### src/sv/jsu_pkg.sv
package jsu_pkg;

  localparam int unsigned CHAR_W = 21;
  localparam int unsigned HEX_W  = 16;
  localparam int unsigned STAT_W = 2;

  // Scanner modes; code 7 is unused and is treated as waiting.
  typedef enum logic [2:0] {
    MODE_NORMAL = 3'd0,
    MODE_ESCAPE = 3'd1,
    MODE_HEX4   = 3'd2,
    MODE_HEX3   = 3'd3,
    MODE_HEX2   = 3'd4,
    MODE_HEX1   = 3'd5,
    MODE_WAIT   = 3'd6
  } mode_t;

  // Result status codes
  localparam logic [STAT_W-1:0] ST_CHAR = 2'd0;
  localparam logic [STAT_W-1:0] ST_OK   = 2'd1;
  localparam logic [STAT_W-1:0] ST_ERR  = 2'd2;

  // Character codes
  localparam logic [CHAR_W-1:0] CH_NUL       = 21'h00;
  localparam logic [CHAR_W-1:0] CH_TAB       = 21'h09;
  localparam logic [CHAR_W-1:0] CH_BS        = 21'h08;
  localparam logic [CHAR_W-1:0] CH_FF        = 21'h0C;
  localparam logic [CHAR_W-1:0] CH_LF        = 21'h0A;
  localparam logic [CHAR_W-1:0] CH_CR        = 21'h0D;
  localparam logic [CHAR_W-1:0] CH_SPACE     = 21'h20;
  localparam logic [CHAR_W-1:0] CH_QUOTE     = 21'h22;
  localparam logic [CHAR_W-1:0] CH_SLASH     = 21'h2F;
  localparam logic [CHAR_W-1:0] CH_BACKSLASH = 21'h5C;
  localparam logic [CHAR_W-1:0] CH_0         = 21'h30;
  localparam logic [CHAR_W-1:0] CH_9         = 21'h39;
  localparam logic [CHAR_W-1:0] CH_UA        = 21'h41;
  localparam logic [CHAR_W-1:0] CH_UF        = 21'h46;
  localparam logic [CHAR_W-1:0] CH_LA        = 21'h61;
  localparam logic [CHAR_W-1:0] CH_LB        = 21'h62;
  localparam logic [CHAR_W-1:0] CH_LF_LETTER = 21'h66;
  localparam logic [CHAR_W-1:0] CH_LN        = 21'h6E;
  localparam logic [CHAR_W-1:0] CH_LR        = 21'h72;
  localparam logic [CHAR_W-1:0] CH_LT        = 21'h74;
  localparam logic [CHAR_W-1:0] CH_LU        = 21'h75;

  // Outcome of one character: next scanner state and the optional result.
  typedef struct packed {
    logic              emit;
    logic [CHAR_W-1:0] ch;
    logic [STAT_W-1:0] status;
    mode_t             mode;
    logic [HEX_W-1:0]  hex;
  } step_t;

endpackage

### src/sv/jsu_decode.sv
module jsu_decode (
  input  jsu_pkg::mode_t                mode_i,
  input  logic [jsu_pkg::HEX_W-1:0]     hex_i,
  input  logic [jsu_pkg::CHAR_W-1:0]    char_i,
  output jsu_pkg::step_t                step_o
);

  logic       dig_ok;
  logic [3:0] dig;
  logic [jsu_pkg::HEX_W-1:0] hex_shift;

  // Hex digit value, either case
  always_comb begin
    dig_ok = 1'b1;
    dig    = 4'd0;
    priority if (char_i >= jsu_pkg::CH_0 && char_i <= jsu_pkg::CH_9) begin
      dig = char_i[3:0];
    end else if ((char_i >= jsu_pkg::CH_UA && char_i <= jsu_pkg::CH_UF) ||
                 (char_i >= jsu_pkg::CH_LA && char_i <= jsu_pkg::CH_LF_LETTER)) begin
      dig = char_i[3:0] + 4'd9;
    end else begin
      dig_ok = 1'b0;
    end
  end

  assign hex_shift = {hex_i[jsu_pkg::HEX_W-5:0], dig};

  always_comb begin
    step_o        = '0;
    step_o.mode   = mode_i;
    step_o.hex    = hex_i;
    step_o.status = jsu_pkg::ST_CHAR;
    unique case (mode_i)
      jsu_pkg::MODE_NORMAL: begin
        priority if (char_i == jsu_pkg::CH_NUL) begin
          step_o.emit = 1'b1; step_o.status = jsu_pkg::ST_ERR;
          step_o.mode = jsu_pkg::MODE_WAIT; step_o.hex = '0;
        end else if (char_i == jsu_pkg::CH_BACKSLASH) begin
          step_o.mode = jsu_pkg::MODE_ESCAPE;
        end else if (char_i == jsu_pkg::CH_QUOTE) begin
          step_o.emit = 1'b1; step_o.status = jsu_pkg::ST_OK;
          step_o.mode = jsu_pkg::MODE_WAIT; step_o.hex = '0;
        end else if (char_i < jsu_pkg::CH_SPACE && char_i != jsu_pkg::CH_TAB) begin
          step_o.emit = 1'b1; step_o.status = jsu_pkg::ST_ERR;
          step_o.mode = jsu_pkg::MODE_WAIT; step_o.hex = '0;
        end else begin
          step_o.emit = 1'b1; step_o.ch = char_i;
        end
      end
      jsu_pkg::MODE_ESCAPE: begin
        step_o.emit = 1'b1;
        step_o.mode = jsu_pkg::MODE_NORMAL;
        unique case (char_i)
          jsu_pkg::CH_QUOTE:     step_o.ch = jsu_pkg::CH_QUOTE;
          jsu_pkg::CH_BACKSLASH: step_o.ch = jsu_pkg::CH_BACKSLASH;
          jsu_pkg::CH_SLASH:     step_o.ch = jsu_pkg::CH_SLASH;
          jsu_pkg::CH_LB:        step_o.ch = jsu_pkg::CH_BS;
          jsu_pkg::CH_LF_LETTER: step_o.ch = jsu_pkg::CH_FF;
          jsu_pkg::CH_LN:        step_o.ch = jsu_pkg::CH_LF;
          jsu_pkg::CH_LR:        step_o.ch = jsu_pkg::CH_CR;
          jsu_pkg::CH_LT:        step_o.ch = jsu_pkg::CH_TAB;
          jsu_pkg::CH_LU: begin
            step_o.emit = 1'b0;
            step_o.mode = jsu_pkg::MODE_HEX4;
            step_o.hex  = '0;
          end
          default: begin
            step_o.status = jsu_pkg::ST_ERR;
            step_o.mode   = jsu_pkg::MODE_WAIT;
            step_o.hex    = '0;
          end
        endcase
      end
      jsu_pkg::MODE_HEX4, jsu_pkg::MODE_HEX3, jsu_pkg::MODE_HEX2,
      jsu_pkg::MODE_HEX1: begin
        priority if (!dig_ok) begin
          step_o.emit = 1'b1; step_o.status = jsu_pkg::ST_ERR;
          step_o.mode = jsu_pkg::MODE_WAIT; step_o.hex = '0;
        end else if (mode_i == jsu_pkg::MODE_HEX1) begin
          step_o.emit = 1'b1;
          step_o.ch   = {{(jsu_pkg::CHAR_W-jsu_pkg::HEX_W){1'b0}}, hex_shift};
          step_o.mode = jsu_pkg::MODE_NORMAL;
          step_o.hex  = '0;
        end else begin
          step_o.hex  = hex_shift;
          step_o.mode = jsu_pkg::mode_t'(mode_i + 3'd1);
        end
      end
      default: begin
        // waiting for an opening quote (also the unused code)
        if (char_i == jsu_pkg::CH_QUOTE) begin
          step_o.mode = jsu_pkg::MODE_NORMAL;
          step_o.hex  = '0;
        end else begin
          step_o.mode = jsu_pkg::MODE_WAIT;
        end
      end
    endcase
  end

endmodule

### src/sv/json_string_unescape.sv
// Channel  | Ports                                    | Direction
// ---------+------------------------------------------+----------
// input    | in_valid, in_ready, in_char_code[20:0]   | in
// result   | out_valid, out_ready, out_char[20:0],    | out
//          | out_status[1:0]                          |
//
// One character per cycle sustained while results are taken; a request waits in the input
// register and its result (if any) is written to the output register as it leaves there.
// Mode and hex accumulator update as a character leaves the input register.
// Reset (rst_n low, synchronous) empties both registers; scanner starts in normal mode.
// A stall on out_ready holds the input register; in_ready drops only when both
// registers are full and the result is not being taken.
module json_string_unescape (
  input  logic                          clk,
  input  logic                          rst_n,
  input  logic                          in_valid,
  output logic                          in_ready,
  input  logic [jsu_pkg::CHAR_W-1:0]    in_char_code,
  output logic                          out_valid,
  input  logic                          out_ready,
  output logic [jsu_pkg::CHAR_W-1:0]    out_char,
  output logic [jsu_pkg::STAT_W-1:0]    out_status
);

  // Input register
  logic                       in_vld_r;
  logic [jsu_pkg::CHAR_W-1:0] in_char_r;

  // Scanner state
  jsu_pkg::mode_t             mode_r;
  logic [jsu_pkg::HEX_W-1:0]  hex_r;

  // Result register
  logic                       out_vld_r;
  logic [jsu_pkg::CHAR_W-1:0] out_char_r;
  logic [jsu_pkg::STAT_W-1:0] out_status_r;

  jsu_pkg::step_t step;
  logic           adv;     // character in the input register is processed
  logic           slot_free;

  jsu_decode u_decode (
    .mode_i (mode_r),
    .hex_i  (hex_r),
    .char_i (in_char_r),
    .step_o (step)
  );

  assign slot_free = !out_vld_r || out_ready;
  assign adv       = in_vld_r && slot_free;
  assign in_ready  = !in_vld_r || adv;

  always_ff @(posedge clk) begin
    if (!rst_n) begin
      in_vld_r  <= 1'b0;
      out_vld_r <= 1'b0;
      mode_r    <= jsu_pkg::MODE_NORMAL;
      hex_r     <= '0;
    end else begin
      if (in_ready) begin
        in_vld_r <= in_valid;
      end
      if (adv) begin
        mode_r <= step.mode;
        hex_r  <= step.hex;
      end
      if (slot_free) begin
        // a character that gives no result leaves the slot empty
        out_vld_r <= adv && step.emit;
      end
    end
  end

  // Payload registers, no reset
  always_ff @(posedge clk) begin
    if (in_ready && in_valid) begin
      in_char_r <= in_char_code;
    end
    if (adv && step.emit) begin
      out_char_r   <= step.ch;
      out_status_r <= step.status;
    end
  end

  assign out_valid  = out_vld_r;
  assign out_char   = out_char_r;
  assign out_status = out_status_r;

endmodule
### config.mk
export PLATFORM = sky130hd
export DESIGN_NAME = json_string_unescape
export DESIGN_NICKNAME = d
export VERILOG_FILES = /design/src/sv/jsu_pkg.sv /design/src/sv/jsu_decode.sv /design/src/sv/json_string_unescape.sv
export SDC_FILE = /design/constraint.sdc
export NUM_CORES = 1
export LEC_CHECK = 0
export BUFFER_PORTS_ARGS = -buffer_cell sky130_fd_sc_hd__buf_2
export CAP_MARGIN = 15
export CORE_MARGIN = 5
export CORE_UTILIZATION = 41
export CTS_CLUSTER_SIZE = 16
export DETAILED_ROUTE_END_ITERATION = 6
export SYNTH_ARGS = -nofsm -noshare
export SYNTH_HDL_FRONTEND = slang
export SYNTH_SLANG_ARGS = --single-unit
### constraint.sdc
create_clock -name clk -period 4.3 [get_ports clk]
set_input_delay 0 -clock clk [delete_from_list [all_inputs] [get_ports clk]]
set_output_delay 0 -clock clk [all_outputs]
set_load 0.05 [all_outputs]
==> reports/qor.yml <==
logic_synthesis:
  async_reset_ff_frac: 0
  ys_seq_area_frac: 0.5226
  synth.distinct_cells: 56
  synth-adder-area-share: 0.02361
  synth-simple-area-share: 0.2125
  yosys-top-cells-area: "edfxtp_1, dfxtp_1, nand2_1"
  synth.avg_cell_area_um2: 10.49
  synth_common_cells: "nand2_1, edfxtp_1, dfxtp_1, clkbuf_1, mux2i_1"
  synthXorXnorAreaFrac: 0
  synth_most_common_cell: "nand2_1"
  ys_ff_latch: 61
  synth_cells: 303
  synth_compound_area_frac: 0.1614
  netlist.area_leader.share: 0.4156
  syn-num-nets: 334
  yosysTopAreaCell: "edfxtp_1"
  yosysWarningCount: 0
  synth_top_family_by_area: "simple AND/OR/NAND/NOR gates"
  synth-main-ff-cell: "edfxtp_1"
  synth_edf_count: 44
  muxShareOfSynthArea: 0.04408
  syn_area_um2: 3179
final_layout:
  diodes: 0
  final_area_um2: 3920
  multi_input_area_um2: 1409
  layout.nets: 403
  fill_cells: 723
  drive_gt1_frac: 0.2149
  areaGrowthSynthToFinish_pct: 23.30
  seq_area_um2: 1662
  final_cells: 479
placed_design:
  io_buffers: 49
  gp_congestion: 0.9330
  post-place-cells: 441
  hpwl_mm: 6.341
  placed_cell_area_um2: 3511
worst_setup_path:
  cp_slowest_cell: "o41ai_1"
  r2r_cells: 8
  rr_startpoint: "in_char_r[1]"
  required_ps: 4320
  r2r_slack_ps: 1200
  path_class: "reg2reg"
  crit_fanout: 15
  start_kind: "flip-flop"
  path_common_cell: "nor3_2"
  cp-startpoint: "in_char_r[1]"
  crit_buf_inv: 2
  arrival_ps: 3120
  critPathTopFamily: "simple AND/OR/NAND/NOR gates"
  crit_chain: "inv_1 > ha_1 > o41ai_1 > nor3_2 > nor3_1 > nor4_1 > nor3_2 > buf_4"
  critPathMaxStageDelay_ps: 750
  crit_path_end_kind: "flip-flop"
  timing.rr.end: "out_char[13]"
  crit_cells: 8
  crit_end: "out_char[13]"
floorplan:
  die_w_um: 98.06
  io_pins: 50
  rows: 32
  dieArea_um2: 9616
  die_height_um: 98.06
  start_util: 0.4157
  fp.coreArea_um2: 7647
clocking:
  cts_setup_buffers: 0
  h-tree-depth: 3
  cts-root-buf: "clkbuf_8"
  cts_num_sinks: 61
  clkLatencyLatePin_ps: 340
  numCtsBuffers: 9
  clock_path_buffers: 2
  clk_pin_slew_ps: 70
  cts_tree: "yes"
detailed_routing:
  firstDrtPassIters: 5
  vias: 2689
  first_iter_violations: 207
  drc: 0
  vias_per_cell: 5.614
  routed_wl_mm: 8.531
  wire_per_inst_um: 17.81
  antenna_left: 0
outcome:
  status: "finished clean"
power_and_ir_drop:
  p_sw_uw: 321.7
  power.total_mw: 1.282
  p_comb_frac: 0.099
  vdd_ir_drop_max_mv: 0.1912
  p_leak_nw: 1.507
  p_per_area_nw_per_um2: 327.0
  power_frac_seq: 0.530
  pwr-share-clk: 0.371
  swShare: 0.2509
  p_int_uw: 960.3
sta:
  hold_ws_ps: 43.44
  timing_hold_violations_final: 0
  max_slew_margin: 0.3684
  slew_viol_final: 0
  fin_setup_tns_ps: 0
  rsz0062_at_grt: "no"
  max_slew.worst_pin.slew_ps: 944.5
  fin_crit_sh: 0.7211
  setup_viol: 0
  clock_skew_ps: 12.05
  fmax_ghz: 0.3225
  fin_crit_ps: 3101
grt:
  first_global_vias: 2537
  grt_pass1_wl_mm: 13.71
  antenna_found_initial: 0
  grt_overflow: 0
  grt_usage: 0.1826
  grt_max_degree: 22
min_path:
  hold_path.class: "in2reg"
flow_run:
  cap_violations: 0
-- worst min-delay path, cell delays in order --
cell	delay [ps]
buf_2	80
nor2b_1	70
nand2_1	80
o21ai_1	90
-- power groups by stage --
stage | Combinational, mW | Sequential (mW) | Clock, mW
final | 0.128 | 0.679 | 0.475
after global routing | 0.137 | 0.682 | 0.511
after CTS | 0.128 | 0.679 | 0.488
after detailed placement | 0.113 | 0.692 | 0
after global placement | 0.113 | 0.691 | 0
after floorplan | 0.0440 | 0.719 | 0
-- metrics by stage --
step	setup WS, ps	utilization
CTS	1207	0.5126
floorplan	337.9	-
detailed placement	1255	0.4591
global placement	1246	0.4591
global route	860.8	0.5126
finish	1199	0.5126
-- cell type report --
type / instances / area share
sequential: 61 / 0.4239
multi-input combinational: 215 / 0.3594
timing repair buffer: 75 / 0.1264
clock buffer: 13 / 0.04309
tap: 102 / 0.03256
inverter: 10 / 0.009575
clock inverter: 3 / 0.005107
-- routing by layer --
layer	vias to the layer above	track usage	routed length, µm
li1	1290	-	-
met4	0	0.06709	159
met5	-	0	0
met2	123	0.2712	3757
met1	1264	0.2633	4010
met3	12	0.03714	603
-- registers in the layout, summed over array words and instances, names as in the netlist --
signal      count
out_status      2
in_char_r      21
hex_r          12
mode_r          3
in_vld_r        1
out_valid       1
out_char       21
-- what timing repair did --
action / CTS / global route
gates resized for setup: 0 / 0
hold buffers: 22 / 0
hold endpoints to repair: 22 / 0
-- worst min-delay path by stage --
| stage | startpoint | end | slack [ps] | depth (start not counted) |
|---|---|---|---|---|
| finish | out_ready | out_valid | 40 | 4 |
| global route | out_ready | out_valid | 90 | 4 |
| CTS | out_ready | out_valid | 30 | 4 |
| detailed placement | in_char_code[9] | in_char_r[9] | 180 | 1 |
| global placement | in_char_code[5] | in_char_r[5] | 180 | 1 |
| floorplan | in_char_code[0] | in_char_r[0] | 100 | 0 |
-- layout by cell type, fill, tap and decap left out, types with 5 or more instances in the layout --
cell type and count:
inv_1 10, a31oi_1 6, nand4_1 5, dfxtp_1 17, a21oi_1 13, nand2_1 49, nand3_1 5, nor3_1 12
nor2_1 12, mux2i_1 14, dlygate4sd3_1 22, o21ai_0 9, clkbuf_8 12, a22o_1 8, buf_2 49, ha_1 6
and3_1 7, edfxtp_1 44
-- cell families (layout without fill, tap and decap cells) --
group,Yosys count,count (layout)
buf+inv,27,101
flops,61,61
fa+ha+maj,6,6
compound gates,71,71
mux,14,14
simple gates,124,124
Note: power is estimated with default switching activity, not from simulation.
